<file path="config.mk">
export PLATFORM = sky130hd
export DESIGN_NAME = tasr_front
export DESIGN_NICKNAME = d
export VERILOG_FILES = /design/src/sv/tasr_pkg.sv /design/src/sv/tasr_front.sv
export SDC_FILE = /design/constraint.sdc
export NUM_CORES = 1
export LEC_CHECK = 0
export ABC_AREA = 1
export BUFFER_PORTS_ARGS = -buffer_cell sky130_fd_sc_hd__buf_2
export CAP_MARGIN = 10
export CORE_ASPECT_RATIO = 0.9
export CORE_MARGIN = 5
export CORE_UTILIZATION = 36
export DETAILED_ROUTE_END_ITERATION = 8
export MAX_ROUTING_LAYER = met4
export PLACE_DENSITY = 0.56
export RECOVER_POWER = 100
export SYNTH_ARGS = -nofsm -noshare
export SYNTH_HDL_FRONTEND = slang
export SYNTH_SLANG_ARGS = --single-unit
</file>
<file path="constraint.sdc">
create_clock -name clk_i -period 4.1 [get_ports clk_i]
set_input_delay 0.205 -clock clk_i [delete_from_list [all_inputs] [get_ports clk_i]]
set_output_delay 0.205 -clock clk_i [all_outputs]
set_load 0.05 [all_outputs]
</file>
<file path="src/sv/tasr_pkg.sv">
// Package with shared types and constants for the tensor axis sum reduction block.
package tasr_pkg;

  // Field widths
  localparam int unsigned ValueW = 32;
  localparam int unsigned SumW   = 48;
  localparam int unsigned DestW  = 26;
  localparam int unsigned OuterW = 16;
  localparam int unsigned AxisW  = 16;
  localparam int unsigned SlotW  = 10;
  localparam int unsigned CfgW   = 17;
  localparam int unsigned CfgIdxW = 2;

  // Partial sum memory depth (one entry per inner position)
  localparam int unsigned MaxInner = 1024;

  // Queue between front and back
  localparam int unsigned QueueDepth = 4;
  localparam int unsigned QPtrW      = $clog2(QueueDepth);
  localparam int unsigned QCntW      = $clog2(QueueDepth + 1);

  // Register indexes
  localparam logic [CfgIdxW-1:0] RegOuterCount = 2'd0;
  localparam logic [CfgIdxW-1:0] RegReduceLen  = 2'd1;
  localparam logic [CfgIdxW-1:0] RegInnerCount = 2'd2;

  // Clamped counts, stored as count minus one
  typedef struct packed {
    logic [OuterW-1:0] outer_max;
    logic [AxisW-1:0]  axis_max;
    logic [SlotW-1:0]  inner_max;
  } cfg_t;

  // One classified word on its way to the accumulator
  typedef struct packed {
    logic signed [ValueW-1:0] value;
    logic [SlotW-1:0]         slot;
    logic                     first;
    logic                     emit;
    logic [DestW-1:0]         dest;
    logic                     last;
  } op_t;

endpackage

</file>
<file path="src/sv/tasr_front.sv">
// Front end: configuration registers, tensor position counters and word classification.
module tasr_front
  import tasr_pkg::*;
(
  input  logic                     clk_i,
  input  logic                     rst_ni,
  input  logic                     cfg_we_i,
  input  logic [CfgIdxW-1:0]       cfg_index_i,
  input  logic [CfgW-1:0]          cfg_data_i,
  input  logic                     in_valid_i,
  input  logic signed [ValueW-1:0] in_value_i,
  output logic                     in_ready_o,
  input  logic                     q_full_i,
  output logic                     q_push_o,
  output op_t                      q_op_o,
  output cfg_t                     cfg_o
);

  cfg_t              cfg_q, cfg_d;
  logic [SlotW-1:0]  inner_q, inner_d;
  logic [AxisW-1:0]  axis_q, axis_d;
  logic [OuterW-1:0] outer_q, outer_d;
  logic [DestW-1:0]  base_q, base_d;
  logic              accept;
  logic              restart;
  logic              inner_wrap, axis_wrap, outer_wrap;
  logic [DestW-1:0]  stride;

  assign in_ready_o = !q_full_i;
  assign accept     = in_valid_i && !q_full_i;
  assign q_push_o   = accept;
  assign cfg_o      = cfg_q;

  assign inner_wrap = (inner_q == cfg_q.inner_max);
  assign axis_wrap  = (axis_q == cfg_q.axis_max);
  assign outer_wrap = (outer_q == cfg_q.outer_max);
  assign stride     = DestW'(cfg_q.inner_max) + DestW'(1);

  // Classify the incoming word
  always_comb begin
    q_op_o.value = in_value_i;
    q_op_o.slot  = inner_q;
    q_op_o.first = (axis_q == '0);
    q_op_o.emit  = axis_wrap;
    q_op_o.dest  = base_q + DestW'(inner_q);
    q_op_o.last  = axis_wrap && outer_wrap && inner_wrap;
  end

  // Clamp register writes; a count of zero acts as one
  always_comb begin
    cfg_d   = cfg_q;
    restart = 1'b0;
    if (cfg_we_i) begin
      case (cfg_index_i)
        RegOuterCount: begin
          restart = 1'b1;
          if (cfg_data_i == '0) cfg_d.outer_max = '0;
          else if (cfg_data_i[CfgW-1]) cfg_d.outer_max = '1;
          else cfg_d.outer_max = OuterW'(cfg_data_i - CfgW'(1));
        end
        RegReduceLen: begin
          restart = 1'b1;
          if (cfg_data_i == '0) cfg_d.axis_max = '0;
          else if (cfg_data_i[CfgW-1]) cfg_d.axis_max = '1;
          else cfg_d.axis_max = AxisW'(cfg_data_i - CfgW'(1));
        end
        RegInnerCount: begin
          // The inner count register holds the low 11 bits only
          restart = 1'b1;
          if (cfg_data_i[SlotW:0] == '0) cfg_d.inner_max = '0;
          else if (cfg_data_i[SlotW:0] > (SlotW+1)'(MaxInner))
            cfg_d.inner_max = SlotW'(MaxInner - 1);
          else cfg_d.inner_max = SlotW'(cfg_data_i[SlotW:0] - (SlotW+1)'(1));
        end
        default: begin
          restart = 1'b0;
        end
      endcase
    end
  end

  // Advance positions, inner fastest
  always_comb begin
    inner_d = inner_q;
    axis_d  = axis_q;
    outer_d = outer_q;
    base_d  = base_q;
    if (restart) begin
      inner_d = '0;
      axis_d  = '0;
      outer_d = '0;
      base_d  = '0;
    end else if (accept) begin
      if (!inner_wrap) begin
        inner_d = inner_q + SlotW'(1);
      end else begin
        inner_d = '0;
        if (!axis_wrap) begin
          axis_d = axis_q + AxisW'(1);
        end else begin
          axis_d = '0;
          if (outer_wrap) begin
            outer_d = '0;
            base_d  = '0;
          end else begin
            outer_d = outer_q + OuterW'(1);
            base_d  = base_q + stride;
          end
        end
      end
    end
  end

  always_ff @(posedge clk_i or negedge rst_ni) begin
    if (!rst_ni) begin
      cfg_q   <= '0;
      inner_q <= '0;
      axis_q  <= '0;
      outer_q <= '0;
      base_q  <= '0;
    end else begin
      cfg_q   <= cfg_d;
      inner_q <= inner_d;
      axis_q  <= axis_d;
      outer_q <= outer_d;
      base_q  <= base_d;
    end
  end

endmodule

</file>
==> reports/qor.yml <==
outcome: "completed"
cts_post_setup_buffers_inserted: 0
max_stage_delay_ns: 0.46
design.core.area_sq_mm: 0.02341
clock_latency_ns: 0.37
switchingPower_w: 0.001860
postSynthAreaPerCell_sq_um: 6.633
cts_tree: "built"
fmax_mhz: 298.3
start_kind: "register"
endpoint_kind: "output pin"
synthCells: 1292
grt_pass1_vias: 7797
drt-total-wl_mm: 25.73
yosys_warnings: 0
final_nets: 1435
grt_pass1_wl_mm: 42.75
layout.cells.non_filler: 1658
tightest_slew_ns: 1.476
ir_drop_mv: 0.2751
async_flop_share_pct: 100.0
synth-seq-cells: 110
ctsHtreeMaxLevel: 3
yosysTopAreaCell: "dfrtp_1"
pwr-share-clk_pct: 22.1
wire_per_inst_um: 15.52
detail_route.first_pass.iterations: 5
fin_worst_skew_ns: 0.01431
yosysTopAreaCellShare_pct: 32.12
final_common_cell: "nand2_1"
setup_viol: 0
cpMaxStageDelayCell: "clkbuf_1"
dieArea_sq_mm: 0.02699
crit_type: "register to output pin"
synth_edf_count: 0
cts.sinks: 110
clk_pin_slew_worst_paths_ns: 0.08
drv_slew: 0
vias: 8226
tns_ns: 0
antenna_found_initial: 0
synthFlopType: "dfrtp_1"
die_x_um: 172.6
ys_seq_area_share_pct: 32.12
rsz0062_at_grt: "no"
synthesis.nets: 1376
power_frac_comb_pct: 41.0
drt_iter0_markers: 620
mostFrequentLayoutCells: "nand2_1, nor2_1, inv_1"
fin_crit_sh_pct: 81.77
switching_share_pct: 47.01
dp.cells: 1641
track_usage_pct: 19.95
gp_congestion: 0.9185
pin_count: 171
slew_headroom_pct: 1.626
power_leakage_nw: 4.667
pwr_density_cell_mw_per_mm2: 427.5
yosysUniqueCellTypes: 40
crit_path_max_fanout: 5
cp.arrival_ns: 3.15
crit_chain: "ha_1, fa_1, nand3_1, nand2_1, a21oi_1, o21ai_0, a21boi_0, o21ai_0, nand2_1, clkbuf_1"
via_per_inst: 4.961
ys_top_cells_by_area: "dfrtp_1, nand2_1, nand3_1, nor2_1, inv_1"
grt.overflow.total: 0
die_h_um: 156.4
hold_violations: 0
clock-root-buffer: "clkbuf_16"
core.rowCount: 53
netlist_area_sq_mm: 0.008569
intPower_w: 0.002097
place.detailed.hpwl_mm: 19.92
maxCapViolations: 0
fin_hold_ws_ns: 0.2114
syn_to_final_growth_pct: 8.030
worstPathRequired_ns: 3.89
grt_max_degree: 57
cts_buffers: 9
fin_crit_ns: 3.353
drive_gt1_share_pct: 5.678
seq_power_share_pct: 37.0
fill_cells: 2582
io_buffers: 106
start_util_pct: 36.61
hold_class: "primary input to register"
ant_nets: 0
diodes: 0
drc_errors: 0
clock_path_buffers: 2
==> Yosys cell counts, types with 3 or more instances <==
| cell | number |
|---|---|
| inv_1 | 129 |
| nor3_1 | 30 |
| a21oi_1 | 17 |
| nand3_1 | 101 |
| or2_2 | 13 |
| clkbuf_1 | 12 |
| dfrtp_1 | 110 |
| nor4_1 | 4 |
| buf_6 | 6 |
| xnor2_1 | 25 |
| xor2_1 | 46 |
| buf_4 | 33 |
| nand2_1 | 426 |
| nand3b_1 | 4 |
| a31oi_1 | 3 |
| o21ai_1 | 9 |
| nor2_1 | 132 |
| and2_1 | 3 |
| nand4_1 | 29 |
| ha_1 | 26 |
| inv_2 | 8 |
| o21ai_0 | 77 |
| o22ai_1 | 9 |
| buf_2 | 14 |
==> through the flow <==
step / worst slack, ns / total power (W) / utilization (%) / cell area, sq um
after CTS: 0.9156 / 0.004033 / 40.09 / 9385
after global placement: 1.347 / 0.003133 / 38.89 / 9102
after global routing: 0.3924 / 0.004216 / 39.55 / 9258
final: 0.7473 / 0.003958 / 39.55 / 9258
after floorplan: 0.9411 / 0.002770 / - / 8569
after detailed placement: 1.322 / 0.003145 / 38.89 / 9102
==> layer usage <==
layer  part of all wire [%]  track usage, %  up-vias
met2                     42           28.82      197
met4                    1.1           3.810        0
met5                      0               -        -
met3                    3.9           3.019       18
li1                       -               -     4201
met1                     53           29.73     3810
==> critical path, delay by kind of cell, from the launching register on <==
family,cells,cell delay (ns)
buffers and inverters,1,0.46
and+or+nand+nor,3,0.24
DFF,1,0.44
AOI/OAI and AO/OA,4,0.94
adders and majority gates,2,0.69
==> cells by family (layout without fill, tap and decap cells) <==
group	Yosys count	in the layout	share of synthesized area, %
buffers and inverters	204	268	11.11
AOI/OAI and AO/OA	123	123	7.636
DFF	110	110	32.12
and+or+nand+nor	756	756	37.61
adders and majority gates	28	28	4.263
xor gates and xnor gates	71	71	7.257
==> registers in the layout, indices dropped and copies added, names as in the netlist <==
| name | count |
|---|---|
| cfg_o | 42 |
| outer_q | 16 |
| inner_q | 10 |
| base_q | 26 |
| axis_q | 16 |
==> power groups by stage <==
stage	clock, W	combinational, W	sequential [W]
floorplan	0	0.00111	0.00166
global placement	0	0.00166	0.00148
detailed placement	0	0.00167	0.00148
CTS	0.000901	0.00168	0.00146
global route	0.000928	0.00180	0.00149
finish	0.000874	0.00162	0.00146
==> worst paths after layout <==
kind | start | cells past startpoint | slack [ns] | end
max | inner_q[0] | 10 | 0.75 | q_op_o[13]
min | cfg_we_i | 4 | 0.21 | cfg_o[7]
max reg2reg | inner_q[2] | 11 | 0.95 | base_q[5]
min reg2reg | cfg_o[24] | 2 | 0.53 | cfg_o[24]
max in group asynchronous | rst_ni | 3 | 1.43 | inner_q[9]
min in group asynchronous | rst_ni | 2 | 0.72 | base_q[3]
==> timing repair <==
action / CTS / global route
hold buffers: 1 / 0
resized for setup: 0 / 0
endpoints found under the hold margin: 54 / 0
==> area by class of cell <==
type,count,area (sq um),area share (%)
inverters,137,514.2,5.555
clock buffers,9,225.2,2.433
well taps,302,377.9,4.082
multi-input cells,978,4853,52.43
clock inverters,7,47.55,0.5136
repair buffers,115,486.7,5.257
flip-flops and latches,110,2753,29.73
No activity file was read; power rests on OpenSTA's default activity.
