[src/sv/tasr_pkg.sv]
// Package with shared types and constants for the tensor axis sum reduction block.
package tasr_pkg;

  // Field widths
  localparam int unsigned ValueW = 32;
  localparam int unsigned SumW   = 48;
  localparam int unsigned DestW  = 26;
  localparam int unsigned OuterW = 16;
  localparam int unsigned AxisW  = 16;
  localparam int unsigned SlotW  = 10;
  localparam int unsigned CfgW   = 17;
  localparam int unsigned CfgIdxW = 2;

  // Partial sum memory depth (one entry per inner position)
  localparam int unsigned MaxInner = 1024;

  // Queue between front and back
  localparam int unsigned QueueDepth = 4;
  localparam int unsigned QPtrW      = $clog2(QueueDepth);
  localparam int unsigned QCntW      = $clog2(QueueDepth + 1);

  // Register indexes
  localparam logic [CfgIdxW-1:0] RegOuterCount = 2'd0;
  localparam logic [CfgIdxW-1:0] RegReduceLen  = 2'd1;
  localparam logic [CfgIdxW-1:0] RegInnerCount = 2'd2;

  // Clamped counts, stored as count minus one
  typedef struct packed {
    logic [OuterW-1:0] outer_max;
    logic [AxisW-1:0]  axis_max;
    logic [SlotW-1:0]  inner_max;
  } cfg_t;

  // One classified word on its way to the accumulator
  typedef struct packed {
    logic signed [ValueW-1:0] value;
    logic [SlotW-1:0]         slot;
    logic                     first;
    logic                     emit;
    logic [DestW-1:0]         dest;
    logic                     last;
  } op_t;

endpackage

[src/sv/tasr_queue.sv]
// Short queue of classified words between front end and accumulator.
module tasr_queue
  import tasr_pkg::*;
(
  input  logic             clk_i,
  input  logic             rst_ni,
  input  logic             push_i,
  input  op_t              push_op_i,
  input  logic             pop_i,
  output logic             full_o,
  output logic             valid_o,
  output op_t              head_o,
  output logic [QCntW-1:0] count_o
);

  op_t              entries_q [QueueDepth];
  logic [QPtrW-1:0] wr_ptr_q, rd_ptr_q;
  logic [QCntW-1:0] count_q, count_d;
  logic             do_push, do_pop;

  assign full_o  = (count_q == QCntW'(QueueDepth));
  assign valid_o = (count_q != '0);
  assign head_o  = entries_q[rd_ptr_q];
  assign count_o = count_q;
  assign do_push = push_i && !full_o;
  assign do_pop  = pop_i && valid_o;

  // Track fill level
  always_comb begin
    count_d = count_q;
    if (do_push && !do_pop) count_d = count_q + QCntW'(1);
    else if (do_pop && !do_push) count_d = count_q - QCntW'(1);
  end

  always_ff @(posedge clk_i or negedge rst_ni) begin
    if (!rst_ni) begin
      wr_ptr_q <= '0;
      rd_ptr_q <= '0;
      count_q  <= '0;
    end else begin
      count_q <= count_d;
      if (do_push) wr_ptr_q <= wr_ptr_q + QPtrW'(1);
      if (do_pop)  rd_ptr_q <= rd_ptr_q + QPtrW'(1);
    end
  end

  // Store payload
  always_ff @(posedge clk_i) begin
    if (do_push) entries_q[wr_ptr_q] <= push_op_i;
  end

endmodule

[config.mk]
export PLATFORM = sky130hd
export DESIGN_NAME = tasr_queue
export DESIGN_NICKNAME = d
export VERILOG_FILES = /design/src/sv/tasr_pkg.sv /design/src/sv/tasr_queue.sv
export SDC_FILE = /design/constraint.sdc
export NUM_CORES = 1
export LEC_CHECK = 0
export BUFFER_PORTS_ARGS = -buffer_cell sky130_fd_sc_hd__clkbuf_2
export CORE_ASPECT_RATIO = 0.9
export CORE_UTILIZATION = 50
export DETAILED_ROUTE_END_ITERATION = 10
export PLACE_DENSITY = 0.67
export SYNTH_ARGS = -nofsm -noshare
export SYNTH_HDL_FRONTEND = slang
export SYNTH_SLANG_ARGS = --single-unit
[constraint.sdc]
create_clock -name clk_i -period 4.5 [get_ports clk_i]
set_clock_uncertainty 0.15 [all_clocks]
set_input_delay 0 -clock clk_i [delete_from_list [all_inputs] [get_ports clk_i]]
set_output_delay 0 -clock clk_i [all_outputs]
set_load 0.01 [all_outputs]
==> impl_metrics.py, run 1 <==
metrics = {
    "worst_setup_path": {
        "cp.arrival_ns": 2.74,
        "worstPathBufferInverterCount": 2,
        "critPathCaptureType": "output port",
        "reg2reg_depth": 3,
        "r2r-end": "entries_q[0][44]",
        "start_kind": "flip-flop",
        "ff2ff_setup_slack_ns": 1.92,
        "crit_slowest_cell": "dfrtp_4",
        "worstSetupPathType": "reg2out",
        "slowest_delay_ns": 1.03,
        "cp_max_fo": 46,
        "crit_chain": "buf_4, mux4_2, clkbuf_2",
        "path_delay_family": "flip-flops",
        "required_ns": 4.35,
        "rr_startpoint": "count_o[2]",
    },
    "drt": {
        "wl_um": 18300,
        "postRouteAntennaNets": 0,
        "drt_iter0_markers": 342,
        "drc": 0,
        "vias": 4912,
        "first_pass_iters": 4,
        "wl_per_cell_um": 19.28,
        "avgViaCountPerCell": 5.176,
    },
    "die": {
        "rows": 50,
        "start_util_pct": 51.25,
        "pin_count": 151,
        "die_y_um": 141.0,
        "die-area_mm2": 0.02207,
        "core_region_area_mm2": 0.02096,
        "die_x_um": 156.5,
    },
    "yosys": {
        "ys_seq_elements": 291,
        "synth_enable_flop_cells": 284,
        "synth_common_cells": "edfxtp_1 (284), mux4_2 (70), buf_2 (8)",
        "synthesis.area_mm2": 0.01074,
        "yosysSeqAreaShare_pct": 81.03,
        "synthArstFlopShare_pct": 2.405,
        "syn_inst": 406,
        "yosys_warnings": 0,
        "synth_top_area_share_pct": 79.40,
        "synthTopCellsByArea": "edfxtp_1 (79%), mux4_2 (15%), dfrtp_1 (1.6%)",
        "syn_nets": 487,
        "yosysMostFrequentCell": "edfxtp_1",
        "synthFlopType": "edfxtp_1",
        "synthDistinctLibCells": 20,
        "syn_area_per_cell_um2": 26.45,
        "synth_top_area_cell": "edfxtp_1",
    },
    "timing": {
        "slew_violations": 0,
        "finalSetupViolations": 0,
        "worstMarginPinSlew_ns": 1.078,
        "fin_crit_ns": 2.892,
        "fin_crit_sh_pct": 64.26,
        "fmax_ghz": 0.3458,
        "rsz0062_at_grt": "no",
        "finalHoldViolations": 0,
        "slew_headroom_pct": 28.15,
        "hold_ws_ns": 0.08771,
        "setup_ws_ns": 1.608,
        "setup_tns_ns": 0,
    },
    "clock_network": {
        "clockRootBuffer": "clkbuf_16",
        "cts.repair.resized": 0,
        "htreeDepth": 1,
        "cts_tree": "built",
        "cts_setup_buffers": 0,
        "clockBufferDepth": 3,
        "clock_sinks": 291,
        "hold_buffers": 75,
        "cts_made_buffers": 27,
        "clkLatencyLatePin_ns": 0.51,
        "cts.reportedPaths.clkPinSlew_ns": 0.06,
    },
    "final_layout": {
        "insertedDiodeCount": 0,
        "drive_above_1_share_pct": 40.27,
        "fin_cells": 949,
        "num-nets-final": 726,
        "syn_to_final_growth_pct": 23.86,
    },
    "hold_path": {
        "min_path_cells": 2,
        "whs_endpoint": "entries_q[1][69]",
        "hp-start": "push_op_i[69]",
        "min_path_type": "in2reg",
    },
    "power_and_ir_drop": {
        "leakage_nw": 4.613,
        "p_total_mw": 8.383,
        "power_density_mw_per_mm2": 630.2,
        "ir_worst_vdd_uv": 448.5,
    },
    "grt": {
        "grt_use_total_pct": 16.98,
        "grt_start_max_net_pins": 73,
        "overflow": 0,
        "grt_pass1_vias": 5080,
        "grt_pass1_wl_um": 27860,
        "antenna_found_initial": 0,
    },
    "placed_design": {
        "dp.cells": 827,
        "io_buffers": 150,
        "dp_hpwl_um": 10280,
        "place_congestion": 0.7396,
        "pre_cts_ws_ns": 1.891,
    },
    "status": {
        "status": "finished, final reports clean",
    },
    "flow_run": {
        "drv_cap": 0,
    },
}
==> cell families (layout without fill, tap and decap cells) <==
group / after synthesis / after routing / synth area share [%]
flip-flops: 291 / 291 / 81.03
multiplexers: 73 / 73 / 15.13
buffers and inverters: 20 / 277 / 1.992
AND/OR/NAND/NOR: 10 / 10 / 0.5824
adder cells (fa/ha/maj): 6 / 6 / 0.7689
XOR/XNOR: 6 / 6 / 0.4893
==> cell usage in the layout (no fill, tap or decap) <==
cell / netlist / layout
clkbuf_16: 0 / 27
dlygate4sd3_1: 0 / 75
dfrtp_4: 0 / 2
xnor2_1: 4 / 4
ha_1: 5 / 5
clkinv_2: 0 / 1
and2_4: 0 / 4
clkinv_1: 0 / 6
dfrtp_1: 7 / 5
or3_1: 1 / 1
xor2_1: 2 / 2
nand2_1: 1 / 1
inv_1: 3 / 3
nor2b_1: 1 / 1
fa_1: 1 / 1
mux4_2: 70 / 70
clkbuf_1: 0 / 5
nor2_1: 1 / 1
mux4_1: 1 / 1
mux2_2: 2 / 2
edfxtp_1: 284 / 284
buf_4: 0 / 2
bufinv_16: 0 / 4
clkinv_4: 0 / 1
clkinvlp_4: 0 / 3
clkbuf_2: 0 / 150
nand3_1: 1 / 1
nor3b_2: 1 / 1
==> stage by stage <==
stage	utilization (%)	cell area (um^2)
after global routing	63.47	13300
after detailed placement	55.73	11680
after global placement	55.73	11680
final	63.47	13300
after floorplan	-	10740
after CTS	63.47	13300
==> power by group <==
part           switching (mW)  internal (mW)
registers               0.386           3.60
clock network           0.911           1.33
logic                    1.06           1.11
==> metal layers <==
metal  wire length [um]  up-vias  GRT usage, %
met1               7963     2526         23.22
li1                   -     2218             -
met5                  0        -             0
met2               9011      140         28.41
met3                981       28         3.228
met4                342        0         4.283
==> area by class of cell <==
class                           count  area, um^2
Clock buffer                       32       694.4
Clock inverter                     15       178.9
Fill cell                        1443        7655
Inverter                            3       11.26
Multi-Input combinational cell     95        1833
Sequential cell                   291        8711
Tap cell                          286       357.8
Timing Repair Buffer              227        1516
==> how the worst max path moves through the flow <==
stage	start	to	slack, ns	cells past startpoint
4_1_cts	rd_ptr_q[0]	head_o[23]	1.49	3
3_3_place_gp	count_o[2]	entries_q[1][35]	2.01	3
5_1_grt	rd_ptr_q[0]	head_o[23]	1.38	3
2_1_floorplan	count_o[2]	entries_q[0][0]	1.36	4
3_5_place_dp	count_o[2]	entries_q[0][70]	1.89	3
6_report	rd_ptr_q[0]	head_o[23]	1.61	3
==> flip-flops by register name (all words and copies together) (netlist names) <==
| name | count |
|---|---|
| rd_ptr_q | 2 |
| entries_q | 284 |
| wr_ptr_q | 2 |
| count_o | 3 |
Note: power is estimated with default switching activity, not from simulation.
==> run 2, diff against run 1 <==
--- a/config.mk
+++ b/config.mk
@@ -5,11 +5,12 @@
 export SDC_FILE = /design/constraint.sdc
 export NUM_CORES = 1
 export LEC_CHECK = 0
+export ABC_AREA = 1
 export BUFFER_PORTS_ARGS = -buffer_cell sky130_fd_sc_hd__clkbuf_2
 export CORE_ASPECT_RATIO = 0.9
 export CORE_UTILIZATION = 50
 export DETAILED_ROUTE_END_ITERATION = 10
-export PLACE_DENSITY = 0.67
+export PLACE_DENSITY = 0.69
 export SYNTH_ARGS = -nofsm -noshare
 export SYNTH_HDL_FRONTEND = slang
 export SYNTH_SLANG_ARGS = --single-unit
==> constraint.sdc (replaced) <==
create_clock -name clk_i -period 2.39 [get_ports clk_i]
set_clock_uncertainty 0.15 [all_clocks]
set_input_delay 0 -clock clk_i [delete_from_list [all_inputs] [get_ports clk_i]]
set_output_delay 0 -clock clk_i [all_outputs]
set_load 0.01 [all_outputs]
==> run 2 against run 1 <==
Synthesized cell count grew 120%. Setup slack lost 1.4 ns. Total power grew 110%. Sequential cell count is the same. Critical path type unchanged. Largest cell class unchanged. Highest routed layer unchanged.
==> impl_metrics.py, run 2 <==
metrics = {
    "yosys": {
        "syn_area_per_cell_um2": 13.27,
        "synth_enable_flop_cells": 284,
        "synth_top_area_cell": "edfxtp_1",
        "yosysMostFrequentCell": "edfxtp_1",
        "synth_top_area_share_pct": 72.37,
        "synthesis.area_mm2": 0.01178,
        "syn_nets": 969,
        "synthFlopType": "edfxtp_1",
        "synthDistinctLibCells": 16,
        "yosysSeqAreaShare_pct": 73.86,
        "synth_common_cells": "edfxtp_1 (284), nand2_1 (230), inv_1 (157)",
        "yosys_warnings": 0,
        "ys_seq_elements": 291,
        "syn_inst": 888,
        "synthTopCellsByArea": "edfxtp_1 (72%), o211ai_1 (9.0%), nand2_1 (7.3%)",
        "synthArstFlopShare_pct": 2.405,
    },
    "placed_design": {
        "dp.cells": 1305,
        "io_buffers": 150,
        "dp_hpwl_um": 11750,
        "place_congestion": 0.7784,
    },
    "final_layout": {
        "top_register": "entries_q",
        "largest_reg_flops": 284,
        "finish.utilization_pct": 63.62,
        "num-fill-cells": 1706,
        "multiInputGateArea_mm2": 0.002125,
        "layout_common_cells": "edfxtp_1 (284), nand2_1 (229), inv_1 (157)",
        "num-nets-final": 1195,
        "insertedDiodeCount": 0,
        "syn_to_final_growth_pct": 22.93,
        "fin_cells": 1434,
        "final_common_cell": "edfxtp_1",
        "drive_above_1_share_pct": 19.00,
        "ff_latch_area_mm2": 0.008706,
    },
    "grt": {
        "overflow": 0,
        "grt_use_total_pct": 18.10,
        "antenna_found_initial": 0,
        "grt_start_max_net_pins": 79,
        "grt_pass1_vias": 6806,
        "grt_pass1_wl_um": 33790,
    },
    "clock_network": {
        "clockRootBuffer": "clkbuf_16",
        "cts_made_buffers": 29,
        "htreeDepth": 1,
        "cts.reportedPaths.clkPinSlew_ns": 0.06,
        "clkLatencyLatePin_ns": 0.53,
        "clockBufferDepth": 3,
        "cts_tree": "built",
        "clock_sinks": 291,
    },
    "timing": {
        "rsz0062_at_grt": "no",
        "fin_crit_ns": 2.197,
        "fmax_ghz": 0.4551,
        "fin_crit_sh_pct": 91.93,
        "worstMarginPinSlew_ns": 0.6784,
        "slew_headroom_pct": 54.77,
        "hold_ws_ns": 0.06535,
        "finalSetupViolations": 0,
        "slew_violations": 0,
        "setup_tns_ns": 0,
        "finalHoldViolations": 0,
    },
    "worst_setup_path": {
        "cp.arrival_ns": 2.05,
        "worstSetupPathType": "reg2out",
        "required_ns": 2.24,
        "crit_slowest_cell": "dfrtp_1",
        "slowest_delay_ns": 0.41,
        "path_delay_family": "buffers and inverters",
        "cp_max_fo": 78,
        "critPathCaptureType": "output port",
        "crit_chain": "bufinv_16, buf_4, nand2_1, o211ai_1, nand2_1, clkbuf_2",
        "worstPathBufferInverterCount": 3,
        "start_kind": "flip-flop",
        "critPathMostFrequentCell": "nand2_1",
    },
    "drt": {
        "wl_per_cell_um": 15.02,
        "drc": 0,
        "wl_um": 21540,
        "drt_iter0_markers": 325,
        "vias": 7069,
        "avgViaCountPerCell": 4.930,
        "postRouteAntennaNets": 0,
        "first_pass_iters": 4,
    },
    "power_and_ir_drop": {
        "clkPwrFrac_pct": 25.2,
        "p_total_mw": 17.19,
        "leakage_nw": 5.916,
        "ir_worst_vdd_uv": 715.1,
        "p_seq_share_pct": 40.4,
        "power_density_mw_per_mm2": 1186,
        "swShare_pct": 33.98,
        "power_frac_comb_pct": 34.4,
        "p_sw_mw": 5.841,
        "p_int_mw": 11.35,
    },
    "hold_path": {
        "min_path_type": "in2reg",
    },
    "flow_run": {
        "drv_cap": 0,
    },
    "die": {
        "rows": 52,
        "die_y_um": 147.6,
        "core_region_area_mm2": 0.02277,
        "start_util_pct": 51.75,
        "pin_count": 151,
        "die-area_mm2": 0.02419,
        "die_x_um": 163.8,
    },
    "status": {
        "status": "finished, final reports clean",
    },
}
run 2: changes by cell type in the layout (fill, tap and decap cells not counted), moves of 3 or more:
| cell | before | now |
|---|---|---|
| nand2_1 | 1 | 229 |
| o211ai_1 | 0 | 142 |
| buf_12 | 0 | 9 |
| inv_1 | 3 | 157 |
| and2_4 | 4 | 0 |
| clkinv_2 | 1 | 4 |
| nor2_4 | 0 | 4 |
| mux4_2 | 70 | 0 |
| nand3_1 | 1 | 6 |
| buf_4 | 2 | 5 |
| clkbuf_1 | 5 | 8 |
| xnor2_1 | 4 | 1 |
run 2: metal layers:
layer / share of wire, % / wire, um / track usage, % / vias to the layer above
li1: - / - / - / 3552
met1: 42 / 9118 / 22.73 / 3329
met2: 50 / 10740 / 32.16 / 154
met3: 5.6 / 1199 / 3.227 / 34
met4: 2.2 / 481 / 4.907 / 0
met5: 0 / 0 / 0 / -
run 2: kinds of logic (layout without fill, tap and decap cells):
| family | count (synthesis) | in the layout | share of synthesized area [%] |
|---|---|---|---|
| DFF | 291 | 291 | 73.86 |
| and+or+nand+nor | 242 | 242 | 7.804 |
| buffers and inverters | 205 | 454 | 8.473 |
| AOI/OAI and AO/OA | 143 | 143 | 9.089 |
| adders and majority gates | 6 | 6 | 0.7008 |
| xor gates and xnor gates | 1 | 1 | 0.07434 |
run 2: cell type report:
cell class	instances	area share [%]
sequential	291	60.10
inverter	159	4.301
tap	297	2.565
timing repair buffer	241	12.02
multi-input combinational	392	14.67
clock buffer	37	5.217
clock inverter	17	1.131
run 2: worst paths after layout:
check,from,to,slack (ns),cells after the start
max,rd_ptr_q[0],head_o[18],0.19,6
min,push_op_i[45],entries_q[0][45],0.07,2
max reg2reg,count_o[1],count_o[1],0.26,9
min reg2reg,count_o[0],count_o[0],0.38,1
max in group asynchronous,rst_ni,rd_ptr_q[1],1.51,3
min in group asynchronous,rst_ni,count_o[1],0.30,3
run 2: power groups by stage:
stage / logic, mW / clock network [mW] / registers, mW
final: 5.91 / 4.34 / 6.95
after global routing: 6.59 / 4.62 / 7.02
after CTS: 5.96 / 4.41 / 6.96
after detailed placement: 5.84 / 0 / 7.06
after global placement: 5.74 / 0 / 7.03
after floorplan: 4.04 / 0 / 7.03
run 2: what timing repair did:
action                                  in CTS  in global routing
hold endpoints to repair                   298                  0
gates resized for setup                      0                  4
setup buffers                                0                  0
endpoints found under the setup margin       0                 20
hold buffers                                75                  0
run 2: per-stage QoR:
stage | setup slack [ns] | instance area (um^2)
CTS | 0.02061 | 14460
detailed placement | 0.3581 | 12790
global placement | 0.4154 | 12790
global route | 0.07314 | 14490
floorplan | 0.02414 | 11830
finish | 0.1928 | 14490
==> run 3, diff against run 2 <==
--- a/config.mk
+++ b/config.mk
@@ -8,6 +8,7 @@
 export ABC_AREA = 1
 export BUFFER_PORTS_ARGS = -buffer_cell sky130_fd_sc_hd__clkbuf_2
 export CORE_ASPECT_RATIO = 0.9
+export CORE_MARGIN = 4
 export CORE_UTILIZATION = 50
 export DETAILED_ROUTE_END_ITERATION = 10
 export PLACE_DENSITY = 0.69
==> constraint.sdc (replaced) <==
create_clock -name clk_i -period 2.39 [get_ports clk_i]
set_clock_uncertainty 0.15 [all_clocks]
set_input_delay 0 -clock clk_i [delete_from_list [all_inputs] [get_ports clk_i]]
set_output_delay 0 -clock clk_i [all_outputs]
set_load 0.02 [all_outputs]
==> run 3 against run 2 <==
Clock power is 2% higher. Sequential cell count stayed put. Wire length is 5.9% higher.
==> impl_metrics.py, run 3 (same netlist as run 2, synthesis figures left out) <==
metrics = {
    "worst_setup_path": {
        "critPathMostFrequentCell": "nand2_1",
        "start_kind": "flip-flop",
        "crit_slowest_cell": "dfrtp_1",
        "reg2reg_depth": 9,
        "crit_path_end": "head_o[64]",
        "r2r-end": "count_o[1]",
        "cp.arrival_ns": 2.08,
        "required_ns": 2.24,
        "crit_chain": "bufinv_16, buf_12, nand2_1, o211ai_1, nand2_1, clkbuf_2",
        "slowest_delay_ns": 0.41,
        "worstPathBufferInverterCount": 3,
        "critPathCaptureType": "output port",
        "rr_startpoint": "count_o[1]",
        "cp_max_fo": 67,
        "cp-startpoint": "rd_ptr_q[0]",
        "ff2ff_setup_slack_ns": 0.30,
        "path_delay_family": "buffers and inverters",
        "worstSetupPathType": "reg2out",
        "path_depth": 6,
    },
    "clock_network": {
        "clockBufferDepth": 3,
        "cts_made_buffers": 30,
        "cts_setup_buffers": 0,
        "clkLatencyLatePin_ns": 0.53,
        "clock_sinks": 291,
        "clockRootBuffer": "clkbuf_16",
        "cts.reportedPaths.clkPinSlew_ns": 0.06,
        "htreeDepth": 1,
        "cts_tree": "built",
    },
    "die": {
        "start_util_pct": 50.63,
        "die_x_um": 169.8,
        "pin_count": 151,
        "rows": 53,
        "core_region_area_mm2": 0.02328,
        "die_y_um": 153.6,
        "die-area_mm2": 0.02609,
    },
    "power_and_ir_drop": {
        "leakage_nw": 5.938,
        "p_seq_share_pct": 38.4,
        "power_density_mw_per_mm2": 1246,
        "p_sw_mw": 6.636,
        "p_int_mw": 11.47,
        "ir_worst_vdd_uv": 851.4,
        "clkPwrFrac_pct": 24.5,
        "power_frac_comb_pct": 37.1,
        "swShare_pct": 36.65,
    },
    "drt": {
        "postRouteAntennaNets": 0,
        "drt_iter0_markers": 384,
        "vias": 7140,
        "first_pass_iters": 5,
        "avgViaCountPerCell": 4.965,
        "wl_um": 22810,
        "drc": 0,
        "wl_per_cell_um": 15.87,
    },
    "timing": {
        "fmax_ghz": 0.4480,
        "fin_crit_ns": 2.232,
        "slew_headroom_pct": 64.60,
        "hold_ws_ns": 0.07617,
        "rsz0062_at_grt": "yes",
        "fin_crit_sh_pct": 93.40,
        "worstMarginPinSlew_ns": 0.5310,
        "finalSetupViolations": 0,
        "slew_violations": 0,
        "finalHoldViolations": 0,
    },
    "grt": {
        "grt_start_max_net_pins": 73,
        "grt_use_total_pct": 17.05,
        "antenna_found_initial": 2,
        "grt_pass1_wl_um": 35560,
        "overflow": 0,
        "grt_pass1_vias": 6937,
    },
    "placed_design": {
        "dp.cells": 1309,
        "io_buffers": 150,
        "dp_hpwl_um": 12750,
        "place_congestion": 0.7112,
    },
    "final_layout": {
        "largest_reg_flops": 284,
        "layout_common_cells": "edfxtp_1 (284), nand2_1 (229), inv_1 (155)",
        "num-fill-cells": 1742,
        "syn_to_final_growth_pct": 23.34,
        "drive_above_1_share_pct": 19.22,
        "final_common_cell": "edfxtp_1",
        "top_register": "entries_q",
        "num-nets-final": 1195,
        "fin_cells": 1438,
    },
    "status": {
        "status": "finished, final reports clean",
    },
    "flow_run": {
        "drv_cap": 0,
    },
    "hold_path": {
        "min_path_type": "in2reg",
    },
}
run 3: changes by cell type in the layout (fill, tap and decap cells not counted), moves of 2 or more:
cell | previous run | this run
inv_2 | 1 | 3
clkinvlp_4 | 3 | 0
diode_2 | 0 | 2
clkinv_2 | 4 | 6
inv_1 | 157 | 155
buf_4 | 5 | 3
clkbuf_16 | 29 | 31
buf_12 | 9 | 11
run 3: worst reg2reg max path, delay by kind of cell (launching register included):
kind | cells | cell delay [ns]
buf+inv | 3 | 0.24
compound gates | 1 | 0.09
fa+ha+maj | 2 | 0.64
flops | 1 | 0.44
simple gates | 3 | 0.41
run 3: worst min-delay path by stage:
stage                             to  cells past startpoint  slack, ns     startpoint
floorplan                 count_o[0]                      0      -0.45         rst_ni
global placement         wr_ptr_q[0]                      1      -0.30         rst_ni
detailed placement       wr_ptr_q[0]                      1      -0.30         rst_ni
CTS                 entries_q[1][38]                      2       0.05  push_op_i[38]
global route        entries_q[2][12]                      2       0.06  push_op_i[12]
finish              entries_q[2][30]                      2       0.08  push_op_i[30]
run 3: final cells by class:
type                            instances  area, um^2  share of cell area [%]
Sequential cell                       291        8707                   59.91
Multi-Input combinational cell        392        2125                   14.62
Timing Repair Buffer                  240        1755                   12.08
Clock buffer                           38       802.0                   5.518
Inverter                              159       623.1                   4.287
Tap cell                              302       377.9                   2.600
Clock inverter                         14       138.9                  0.9556
Antenna cell                            2       5.005                 0.03444
run 3: stage by stage:
| stage | setup TNS, ns | cell area, um^2 | worst slack (ns) | util (%) | power (mW) |
|---|---|---|---|---|---|
| after floorplan | 0 | 11830 | 0.01267 | - | 11.81 |
| after global placement | 0 | 12810 | 0.4357 | 55.06 | 13.59 |
| after detailed placement | 0 | 12810 | 0.3014 | 55.06 | 13.72 |
| after CTS | 0 | 14510 | 0.09991 | 62.32 | 18.29 |
| after global routing | -0.003694 | 14530 | -0.003066 | 62.44 | 19.17 |
| final | 0 | 14530 | 0.1578 | 62.44 | 18.11 |
run 3: metal layers:
layer / GRT usage, % / share of wire, %
met3: 3.085 / 6.0
met1: 22.29 / 43
met5: 0 / 0
met2: 29.54 / 49
met4: 4.523 / 2.2
run 3: what timing repair did:
item                                    4_1_cts  5_1_grt
gates resized for setup                       0        3
hold buffers                                 75        0
hold endpoints to repair                    303        0
endpoints found under the setup margin        0        5
run 3: power by group through the flow:
stage | Combinational (mW) | Clock (mW) | Sequential [mW]
2_1_floorplan | 4.76 | 0 | 7.06
3_3_place_gp | 6.55 | 0 | 7.03
3_5_place_dp | 6.65 | 0 | 7.07
4_1_cts | 6.78 | 4.54 | 6.97
5_1_grt | 7.38 | 4.76 | 7.04
6_report | 6.72 | 4.44 | 6.95
